### src/rtl/core/hsc_pkg.sv
`default_nettype none
// ----------------------------------------------------------------------------
// hsc_pkg: shared types and constants of the Hamming SEC codec
// Word layout constants, derived length configuration and parity masks.
// ----------------------------------------------------------------------------
package hsc_pkg;

  localparam int unsigned WORD_W            = 63;  // codeword / data port width
  localparam int unsigned DATA_W            = 57;  // data slots in a full codeword
  localparam int unsigned PAR_W             = 6;   // parity / syndrome bits
  localparam int unsigned LEN_W             = 6;   // width of k and n
  localparam int unsigned MAX_DATA_BITS_DEF = 57;
  localparam logic [LEN_W-1:0] DATA_BITS_RST = LEN_W'(4);

  localparam logic MODE_ENCODE = 1'b0;
  localparam logic MODE_DECODE = 1'b1;

  typedef logic [LEN_W-1:0] pos_arr_t [DATA_W];

  // Derived length setup, held in registers while the block runs.
  typedef struct packed {
    logic [LEN_W-1:0]  k;
    logic [LEN_W-1:0]  n;
    logic [DATA_W-1:0] kmask;
    logic [WORD_W-1:0] nmask;
  } cfg_t;

  // One codec result.
  typedef struct packed {
    logic [WORD_W-1:0] word;
    logic [PAR_W-1:0]  syndrome;
    logic              corrected;
    logic              uncorrectable;
  } res_t;

  // Codeword index of each data bit: every index whose 1-based position is
  // not a power of two, in rising order.
  function automatic pos_arr_t data_positions();
    pos_arr_t    pos;
    int unsigned j;
    j = 0;
    for (int unsigned d = 0; d < DATA_W; d++) begin
      pos[d] = '0;
    end
    for (int unsigned i = 0; i < WORD_W; i++) begin
      if (((i & (i + 1)) != 0) && (j < DATA_W)) begin
        pos[j] = LEN_W'(i);
        j++;
      end
    end
    return pos;
  endfunction

  localparam pos_arr_t DATA_POS = data_positions();

  // Indices covered by check p: those whose 1-based position has bit p set.
  function automatic logic [WORD_W-1:0] par_mask(int unsigned p);
    logic [WORD_W-1:0] m;
    for (int unsigned i = 0; i < WORD_W; i++) begin
      m[i] = (((i + 1) >> p) & 1) != 0;
    end
    return m;
  endfunction

  // Clamp the requested length, find the parity count and build the masks.
  function automatic cfg_t derive_cfg(logic [LEN_W-1:0] raw, int unsigned max_k);
    cfg_t        c;
    int unsigned kk;
    int unsigned r;
    int unsigned nn;
    kk = raw;
    if (kk < 1) kk = 1;
    if (kk > max_k) kk = max_k;
    r = PAR_W;
    for (int unsigned t = PAR_W; t > 0; t--) begin
      if ((1 << (t - 1)) >= (kk + (t - 1) + 1)) r = t - 1;
    end
    nn = kk + r;
    c.k = LEN_W'(kk);
    c.n = LEN_W'(nn);
    for (int unsigned i = 0; i < DATA_W; i++) begin
      c.kmask[i] = i < kk;
    end
    for (int unsigned i = 0; i < WORD_W; i++) begin
      c.nmask[i] = i < nn;
    end
    return c;
  endfunction

endpackage : hsc_pkg
`default_nettype wire

### src/rtl/core/hamming_sec_codec_unit.sv
`default_nettype none
// ----------------------------------------------------------------------------
// hamming_sec_codec_unit: shortened Hamming single-error-correcting codec
// Encodes data words or decodes and corrects codewords, one word per cycle.
// ----------------------------------------------------------------------------
// Usage: the block takes one word in every cycle; busy is always low, so a
// word is taken whenever start is high. Each word yields exactly one result,
// shown for one cycle with out_valid high once it has passed the input register,
// one pass of parity XOR trees and the result register. The
// receiver cannot stall, so capture every out_valid cycle. The data length
// k comes from cfg_data_bits (0 reads as 1, values above MAX_DATA_BITS are
// clamped); write it only while no word is in flight. In decode mode a
// nonzero syndrome up to the code length flips that bit and raises
// out_corrected; a larger syndrome raises out_uncorrectable and leaves the
// word untouched.
module hamming_sec_codec_unit #(
  parameter int unsigned MAX_DATA_BITS = hsc_pkg::MAX_DATA_BITS_DEF
) (
  input  wire                          clk,
  input  wire                          rst_n,
  // word input
  input  wire                          start,
  output logic                         busy,
  input  wire                          in_mode,
  input  wire  [hsc_pkg::WORD_W-1:0]   in_word_in,
  // result output
  output logic                         out_valid,
  output logic [hsc_pkg::WORD_W-1:0]   out_word_out,
  output logic [hsc_pkg::PAR_W-1:0]    out_syndrome,
  output logic                         out_corrected,
  output logic                         out_uncorrectable,
  // length configuration
  input  wire                          cfg_valid,
  output logic                         cfg_ready,
  input  wire  [hsc_pkg::LEN_W-1:0]    cfg_data_bits
);
  import hsc_pkg::*;

  cfg_t              cfg;
  logic              in_valid_r;
  logic              in_mode_r;
  logic [WORD_W-1:0] in_word_r;
  res_t              res;
  logic              res_valid_r;
  logic              res_mode_r;
  res_t              res_r;

  // Every cycle is open for a new word; both stages advance unconditionally.
  assign busy = 1'b0;

  hsc_cfg #(
    .MAX_DATA_BITS (MAX_DATA_BITS)
  ) u_cfg (
    .clk           (clk),
    .rst_n         (rst_n),
    .cfg_valid     (cfg_valid),
    .cfg_ready     (cfg_ready),
    .cfg_data_bits (cfg_data_bits),
    .cfg           (cfg)
  );

  // Input stage: capture the word on start, drop the valid otherwise.
  always_ff @(posedge clk) begin
    if (!rst_n) begin
      in_valid_r <= 1'b0;
    end else begin
      in_valid_r <= start && !busy;
    end
  end

  always_ff @(posedge clk) begin
    if (start && !busy) begin
      in_mode_r <= in_mode;
      in_word_r <= in_word_in;
    end
  end

  hsc_core u_core (
    .mode (in_mode_r),
    .word (in_word_r),
    .cfg  (cfg),
    .res  (res)
  );

  // Result stage: hold the result for exactly one cycle as the strobe.
  always_ff @(posedge clk) begin
    if (!rst_n) begin
      res_valid_r <= 1'b0;
    end else begin
      res_valid_r <= in_valid_r;
    end
  end

  always_ff @(posedge clk) begin
    if (in_valid_r) begin
      res_r      <= res;
      res_mode_r <= in_mode_r;
    end
  end

  assign out_valid         = res_valid_r;
  assign out_word_out      = res_r.word;
  assign out_syndrome      = res_r.syndrome;
  assign out_corrected     = res_r.corrected;
  assign out_uncorrectable = res_r.uncorrectable;

  // A taken word shows up as a result after the input and result registers.
  a_latency : assert property (@(posedge clk) disable iff (!rst_n)
    (start && !busy) |=> ##1 out_valid)
    else $error("result strobe missing two cycles after start");

  // Correction and failure flags are exclusive and tied to a nonzero syndrome.
  a_flags : assert property (@(posedge clk) disable iff (!rst_n)
    out_valid |-> !(out_corrected && out_uncorrectable)
                  && ((out_corrected || out_uncorrectable) == (out_syndrome != '0)))
    else $error("decode flags disagree with syndrome");

  // Uncorrectable only when the syndrome points past the code length.
  a_bad_range : assert property (@(posedge clk) disable iff (!rst_n)
    (out_valid && out_uncorrectable) |-> ({1'b0, out_syndrome} > {1'b0, cfg.n}))
    else $error("uncorrectable flagged inside code length");

  // Encoded words have no bits at or above the code length and no syndrome.
  a_enc_clean : assert property (@(posedge clk) disable iff (!rst_n)
    (out_valid && (res_mode_r == MODE_ENCODE))
      |-> ((out_word_out & ~cfg.nmask) == '0) && (out_syndrome == '0))
    else $error("encode result spills past code length");

endmodule : hamming_sec_codec_unit
`default_nettype wire

### src/rtl/core/hsc_cfg.sv
`default_nettype none
// ----------------------------------------------------------------------------
// hsc_cfg: length configuration register
// Holds the clamped data length, code length and the masks derived from them.
// ----------------------------------------------------------------------------
module hsc_cfg #(
  parameter int unsigned MAX_DATA_BITS = hsc_pkg::MAX_DATA_BITS_DEF
) (
  input  wire                          clk,
  input  wire                          rst_n,
  input  wire                          cfg_valid,
  output logic                         cfg_ready,
  input  wire  [hsc_pkg::LEN_W-1:0]    cfg_data_bits,
  output hsc_pkg::cfg_t                cfg
);
  import hsc_pkg::*;

  cfg_t cfg_r;
  cfg_t cfg_nxt;

  assign cfg_ready = 1'b1;

  always_comb begin
    cfg_nxt = cfg_r;
    if (cfg_valid) begin
      cfg_nxt = derive_cfg(cfg_data_bits, MAX_DATA_BITS);
    end
  end

  always_ff @(posedge clk) begin
    if (!rst_n) begin
      cfg_r <= derive_cfg(DATA_BITS_RST, MAX_DATA_BITS);
    end else begin
      cfg_r <= cfg_nxt;
    end
  end

  assign cfg = cfg_r;

endmodule : hsc_cfg
`default_nettype wire

### src/rtl/core/hsc_core.sv
`default_nettype none
// ----------------------------------------------------------------------------
// hsc_core: single-pass Hamming encode / decode logic
// Scatter and parity XOR trees for encode; syndrome, flip and gather for decode.
// ----------------------------------------------------------------------------
module hsc_core (
  input  wire                          mode,
  input  wire  [hsc_pkg::WORD_W-1:0]   word,
  input  hsc_pkg::cfg_t                cfg,
  output hsc_pkg::res_t                res
);
  import hsc_pkg::*;

  logic [DATA_W-1:0] enc_data;
  logic [WORD_W-1:0] enc_code;
  logic [PAR_W-1:0]  enc_par;
  logic [WORD_W-1:0] dec_word;
  logic [PAR_W-1:0]  dec_syn;
  logic              dec_fix;
  logic              dec_bad;
  logic [WORD_W-1:0] dec_flip;
  logic [WORD_W-1:0] dec_fixed;
  logic [DATA_W-1:0] dec_data;

  // Encode: drop data bits at or above k, scatter, then fill parity slots.
  always_comb begin
    enc_data = word[DATA_W-1:0] & cfg.kmask;
    enc_code = '0;
    for (int unsigned j = 0; j < DATA_W; j++) begin
      enc_code[DATA_POS[j]] = enc_data[j];
    end
    for (int unsigned p = 0; p < PAR_W; p++) begin
      enc_par[p] = ^(enc_code & par_mask(p));
    end
    for (int unsigned p = 0; p < PAR_W; p++) begin
      enc_code[(1 << p) - 1] = enc_par[p];
    end
  end

  // Decode: checks beyond the parity count see no covered bits and read 0.
  always_comb begin
    dec_word = word & cfg.nmask;
    for (int unsigned p = 0; p < PAR_W; p++) begin
      dec_syn[p] = ^(dec_word & par_mask(p));
    end
    dec_fix  = (dec_syn != '0) && ({1'b0, dec_syn} <= {1'b0, cfg.n});
    dec_bad  = (dec_syn != '0) && !dec_fix;
    dec_flip = dec_fix ? (WORD_W'(1) << (dec_syn - PAR_W'(1))) : '0;
    dec_fixed = dec_word ^ dec_flip;
    for (int unsigned j = 0; j < DATA_W; j++) begin
      dec_data[j] = dec_fixed[DATA_POS[j]];
    end
  end

  always_comb begin
    if (mode == MODE_DECODE) begin
      res.word          = WORD_W'(dec_data & cfg.kmask);
      res.syndrome      = dec_syn;
      res.corrected     = dec_fix;
      res.uncorrectable = dec_bad;
    end else begin
      res.word          = enc_code & cfg.nmask;
      res.syndrome      = '0;
      res.corrected     = 1'b0;
      res.uncorrectable = 1'b0;
    end
  end

endmodule : hsc_core
`default_nettype wire
### config.mk
export PLATFORM = sky130hd
export DESIGN_NAME = hamming_sec_codec_unit
export DESIGN_NICKNAME = d
export VERILOG_FILES = /design/src/rtl/core/hsc_pkg.sv /design/src/rtl/core/hamming_sec_codec_unit.sv /design/src/rtl/core/hsc_cfg.sv /design/src/rtl/core/hsc_core.sv
export SDC_FILE = /design/constraint.sdc
export NUM_CORES = 1
export LEC_CHECK = 0
export ABC_AREA = 1
export ABC_CLOCK_PERIOD_IN_PS = 4900
export BUFFER_PORTS_ARGS = -buffer_cell sky130_fd_sc_hd__buf_2
export CAP_MARGIN = 20
export CORE_MARGIN = 4
export CORE_UTILIZATION = 60
export DETAILED_ROUTE_END_ITERATION = 8
export GPL_ROUTABILITY_DRIVEN = 0
export PLACE_DENSITY_LB_ADDON = 0.12
export SETUP_SLACK_MARGIN = 0.3
export SYNTH_ARGS = -nofsm -noshare
export SYNTH_HDL_FRONTEND = slang
export SYNTH_SLANG_ARGS = --single-unit
### constraint.sdc
create_clock -name clk -period 4.9 [get_ports clk]
set_input_delay 0.245 -clock clk [delete_from_list [all_inputs] [get_ports clk]]
set_output_delay 0.245 -clock clk [all_outputs]
set_load 0.01 [all_outputs]
== Word-level counts from Yosys, hierarchy flattened ==
Cells that the tools add are included.

* Output and inout bits: 74
* Register bits: 263
* Input port bits: 74
* Word-level logic and storage cells: 187

* Reduce and logical (&&, ||, !) cells: 16
* Bitwise gates (word level): 5
* Magnitude comparators: 129
* $add $sub $neg: 12
* Muxes and demuxes: 13
* Shift-type cells: 1

{| class="wikitable"
|+ Operator list
! operator !! count
|-
| 6-bit by 32-bit less-than comparator with 1-bit output (first input constant) || 56
|-
| 5-bit by 32-bit less-than comparator with 1-bit output (first input constant) || 32
|-
| 63-bit parity || 12
|-
| 4-bit by 32-bit less-than comparator with 1-bit output (first input constant) || 16
|-
| 3-bit by 32-bit less-than comparator with 1-bit output (first input constant) || 8
|-
| 32-bit by 1-bit adder with 32-bit output (second input constant) || 6
|-
| 1-bit by 32-bit less-than comparator with 1-bit output (first input constant) || 4
|-
| 2-bit by 32-bit less-than comparator with 1-bit output (first input constant) || 4
|-
| 32-bit two-way mux || 4
|-
| 63-bit bitwise AND || 2
|-
| 57-bit bitwise AND || 2
|-
| 71-bit two-way mux || 1
|-
| 32-bit by 2-bit adder with 32-bit output (second input constant) || 2
|-
| 32-bit by 3-bit adder with 32-bit output (second input constant) || 2
|-
| 63-bit two-way mux || 1
|-
| 1-bit by 6-bit << shifter with 63-bit output (first input constant) || 1
|-
| 63-bit bitwise XOR || 1
|-
| 32-bit adder || 1
|-
| 1-bit by 32-bit greater-or-equal comparator with 1-bit output (first input constant) || 1
|-
| 2-bit by 32-bit greater-or-equal comparator with 1-bit output (first input constant) || 1
|-
| 3-bit by 32-bit greater-or-equal comparator with 1-bit output (first input constant) || 1
|-
| 4-bit by 32-bit greater-or-equal comparator with 1-bit output (first input constant) || 1
|-
| 5-bit by 32-bit greater-or-equal comparator with 1-bit output (first input constant) || 1
|-
| 6-bit by 32-bit greater-or-equal comparator with 1-bit output (first input constant) || 1
|-
| 10 further kinds || 15
|}

== Depth between registers and ports, before layout ==
* Depth in word-level cells: 18
* Gate-level depth with buffers: 30

== Hierarchy ==
Synthesis repeated with hierarchy kept, for this count alone.

* Cell total of the unflattened synthesis: 2342
* Area, all modules: 17307.8 sq um

{| class="wikitable"
|+ Modules (own cells, without submodules)
! module !! sequential area each (sq um) !! area an instance (sq um) !! instances !! cells each
|-
| hsc_core || 0.0 || 7328.3 || 1 || 1451
|-
| hsc_cfg || 2622.5 || 5859.4 || 1 || 748
|-
| hamming_sec_codec_unit || 4093.9 || 4120.2 || 1 || 143
|}

== Worst setup path before layout ==
Ideal clock, no wire load.

* Path kind: input to register
* From: in cfg_data_bits[5] (netlist bit)
* To: reg u_cfg.cfg_r, in the netlist u_cfg.cfg[18]
* Stages on the path: 29
* Path slack: 469 ps
* Required time: 4768 ps
* Data arrival time: 4298 ps
* Path through: buf_2 clkinv_1 a31o_2 nor2_1 inv_1 ha_1 a21oi_1 xor2_1 nand4_1 nor2_1 nand2_1 o31ai_1 o21ai_0 nand2_1 a21oi_1 ha_1 fa_1 nand2_1 nand2_1 nand2_1 xor2_1 nand2_1 nor2_1 inv_1 nand2_1 inv_1 clkbuf_1 o21ai_0 a21oi_1

* Longest elaborated chain between the ends: 18
* Elaborated cells on any way between the ends: 31
* Those cells by class: add/sub (11); order compare (9); mux (11)

{| class="wikitable"
|+ RTL lines
! item !! line !! RTL
|-
| start, declared || hamming_sec_codec_unit.sv:35 || <nowiki>input wire [hsc_pkg::LEN_W-1:0] cfg_data_bits</nowiki>
|-
| 6-bit by 1-bit less-than comparator with 1-bit output || hsc_pkg.sv:72 || <nowiki>if (kk < 1) kk = 1;</nowiki>
|-
| 6-bit two-way mux * || hsc_pkg.sv:72 ||
|-
| 32-bit two-way mux * || hsc_cfg.sv:25 || <nowiki>if (cfg_valid) begin</nowiki>
|-
| 32-bit by 6-bit greater-than comparator with 1-bit output || hsc_pkg.sv:73 || <nowiki>if (kk > max_k) kk = max_k;</nowiki>
|-
| 32-bit two-way mux * || hsc_pkg.sv:73 ||
|-
| 32-bit two-way mux * || hsc_cfg.sv:25 ||
|-
| 32-bit by 3-bit adder with 32-bit output || hsc_pkg.sv:76 || <nowiki>if ((1 << (t - 1)) >= (kk + (t - 1) + 1)) r = t - 1;</nowiki>
|-
| 32-bit by 1-bit adder with 32-bit output || hsc_pkg.sv:76 ||
|-
| 6-bit by 32-bit greater-or-equal comparator with 1-bit output || hsc_pkg.sv:76 ||
|-
| 2-bit two-way mux (2 in a row) || hsc_pkg.sv:76 ||
|-
| 3-bit two-way mux (4 in a row) || hsc_pkg.sv:76 ||
|-
| 32-bit two-way mux || hsc_cfg.sv:25 ||
|-
| 32-bit adder * || hsc_pkg.sv:78 || <nowiki>nn = kk + r;</nowiki>
|-
| 5-bit by 32-bit less-than comparator with 1-bit output * || hsc_pkg.sv:85 || <nowiki>c.nmask[i] = i < nn;</nowiki>
|-
| end signal, assigned || hsc_cfg.sv:32 || <nowiki>cfg_r <= derive_cfg(DATA_BITS_RST, MAX_DATA_BITS);</nowiki>
|-
| end signal, assigned || hsc_cfg.sv:34 || <nowiki>cfg_r <= cfg_nxt;</nowiki>
|-
| end, declared || hsc_cfg.sv:18 || <nowiki>cfg_t cfg_r;</nowiki>
|}

Every way passes the cells marked *; elsewhere a longest branch is shown, timed or not. The select of a mux whose other input is x is not followed.
A chain may end at the register's enable or synchronous reset.

==> qor.csv <==
metric,value,unit
setup_viol,0,
endpoint_kind,register,
cts_tree,built,
path_delay_family,simple AND/OR/NAND/NOR gates,
syn_area_per_cell,7.19,µm²
grt_pass1_wl,89900,µm
overflow,0,
hold_start,cfg_data_bits[3],
finalMaxSlewViolations,0,
power_per_cell_area,405,nW/µm²
yosys.cell_types.count,49,
rsz0062_at_grt,true,
crit_start,in_word_r[54],
route.detailed.drc,0,
fin_crit,4270,ps
status,"complete, no violations",
synth_xor_xnor_area_share,0.0797,
final_common_cell,nand2_1,
ir_drop,0.337,mV
drive_gt1_frac,0.151,
crit_arrival,4570,ps
synth_area_leaders,"edfxtp_1 (24%), nand2_1 (20%), dfxtp_1 (15%)",
antenna_found_initial,1,
grt_pass1_vias,15700,
slew_headroom,0.350,
worst_slack,628,ps
fin_cells,2951,
floorplan.initialDensity,0.610,
grt_max_degree,95,
synth_compound_area_frac,0.0855,
die_w,176,µm
path_clk_slew,70,ps
root_buffer,clkbuf_16,
synth_fp_nets,2461,
clock_sinks,263,
holdWs,54.8,ps
port_buffers,145,
skew,25.8,ps
yosys.area_share.adder,0.0189,
vias_per_cell,6.01,
slowest_stage,edfxtp_1,
yosysSeqAreaShare,0.390,
postSynthCellCount,2362,
start_kind,register,
path_common_cell,nand2_1,
layout.nets,2651,
drt_iter0_drc,2929,
syn-cell-area,17000,µm²
ys_ff_latch,263,
cts.htree.levels,1,
final_hold_viol_count,0,
wl,60600,µm
use_met3,0.103,
use_met2,0.556,
area_growth,15.6,%
place_ws,177,ps
fin_crit_sh,0.872,
die_h,176,µm
firstDrtPassIters,7,
cp.buffers_inverters,5,
yosys.area.top_type,edfxtp_1,
synth_edf_count,135,
critPathMaxStageDelay,450,ps
worstPathMaxFanout,20,
yosysTopAreaCellShare,0.239,
core,27900,µm²
layout_common_cells,"nand2_1 (918), inv_1 (156), buf_2 (145)",
fmax,0.234,GHz
io_pins,148,
die-area,31100,µm²
num_rows,61,
timing.rr.start,in_word_r[54],
muxShareOfSynthArea,0,
wire_per_inst,20.5,µm
worstMarginPinSlew,975,ps
use_met1,0.517,
synthSimpleGateAreaFrac,0.357,
route.antenna.remaining_nets,0,
dpl.hpwl,46500,µm
async_flop_share,0,
grt-busiest-layer,met2,
cts_made_buffers,26,
track_usage,0.376,
fillCellCount,2290,
setup.worst_path.class,register to register,
synth_top_family_by_area,simple AND/OR/NAND/NOR gates,
tns,0,ps
ys.flop_type,edfxtp_1,
dpl.cell_count,2829,
required,5200,ps
clock_latency,580,ps
hp-class,primary input to register,
ctsLongestPathBuffers,3,
num_vias,17700,
leakage,0.00930,µW
yosys_warnings,0,
maxCapViolations,0,
total_power,7960,µW
==> Yosys cell counts (8+ instances only) <==
| master | n |
|---|---|
| nand2_1 | 918 |
| inv_1 | 158 |
| nand3_1 | 145 |
| edfxtp_1 | 135 |
| dfxtp_1 | 128 |
| a21oi_1 | 104 |
| nor2_1 | 101 |
| o21ai_0 | 99 |
| nand4_1 | 86 |
| xnor2_1 | 84 |
| xor2_1 | 65 |
| clkbuf_1 | 55 |
| nand2_2 | 52 |
| inv_2 | 46 |
| ha_1 | 24 |
| nand3_2 | 22 |
| a31oi_1 | 17 |
| nand3b_1 | 15 |
| buf_2 | 11 |
| o211ai_1 | 11 |
| nand2_4 | 10 |
| nor2_2 | 8 |
==> power by group <==
group / switching [µW] / internal, µW
logic: 2250 / 918
clock network: 888 / 1200
registers: 196 / 2510
total: 3330 / 4620
==> path summary, 6_finish.rpt <==
kind	end	slack [ps]	cells past startpoint
setup reg to reg	out_word_out[13]	630	27
hold / removal	u_cfg.cfg[70]	50	3
hold reg to reg	u_cfg.cfg[60]	490	2
setup / recovery	out_word_out[13]	630	27
==> cell type report <==
class	count	area (µm²)	area share
multi-input cells	1809	9230	0.470
inverters	211	805	0.0410
repair buffers	241	1600	0.0817
clock inverters	10	128	0.00650
clock buffers	38	768	0.0391
well taps	378	473	0.0241
diodes	1	2.50	0.000128
flip-flops and latches	263	6620	0.337
==> per-stage QoR <==
stage,util,instance area (µm²)
CTS,0.701,19500
detailed placement,0.646,18000
global route,0.704,19600
finish,0.704,19600
global placement,0.646,18000
floorplan,-,17000
==> routing by layer <==
| metal | vias up | share of wire | wire length (µm) |
|---|---|---|---|
| met5 | - | 0 | 0 |
| met4 | 0 | 0.062 | 3790 |
| met3 | 259 | 0.15 | 8980 |
| met2 | 1367 | 0.42 | 25300 |
| met1 | 8011 | 0.37 | 22600 |
| li1 | 8097 | - | - |
==> worst register-to-register path, stage by stage, from the launching register on <==
cell and delay (ps):
edfxtp_1 450, nand2_2 250, inv_4 100, nand2_1 80
nand2_1 100, inv_1 80, nand2_1 50, nand2_1 80
nand2_1 60, nand2_1 80, nand2_1 60, nand2_1 120
nand2_1 60, nand2_1 100, nand3_1 120, nand2_4 140
inv_2 180, ha_1 340, nand2_1 70, nor2_1 170
a21oi_1 110, a31oi_2 290, inv_1 120, buf_4 210
nand3_2 150, o21ai_0 110, nand3_1 220, nand2_1 100
==> flip-flops by register name (all words and copies together), names as in the netlist <==
| register | flops |
|---|---|
| out_valid | 1 |
| out_word_out | 63 |
| out_corrected | 1 |
| out_uncorrectable | 1 |
| in_mode_r | 1 |
| out_syndrome | 6 |
| in_valid_r | 1 |
| u_cfg.cfg | 126 |
| in_word_r | 63 |
==> what timing repair did <==
item | CTS | global route
hold endpoints to repair | 64 | 0
setup buffers | 0 | 9
hold buffers | 64 | 0
resized for setup | 0 | 7
setup endpoints to repair | 0 | 48
==> cell families (layout without fill, tap and decap cells) <==
group	after synthesis	in the layout
simple gates	1371	1371
buf+inv	290	500
flops	263	263
compound gates	259	259
xor+xnor	152	152
fa+ha+maj	25	25
other cells	2	3
No activity file was read; power rests on OpenSTA's default activity.
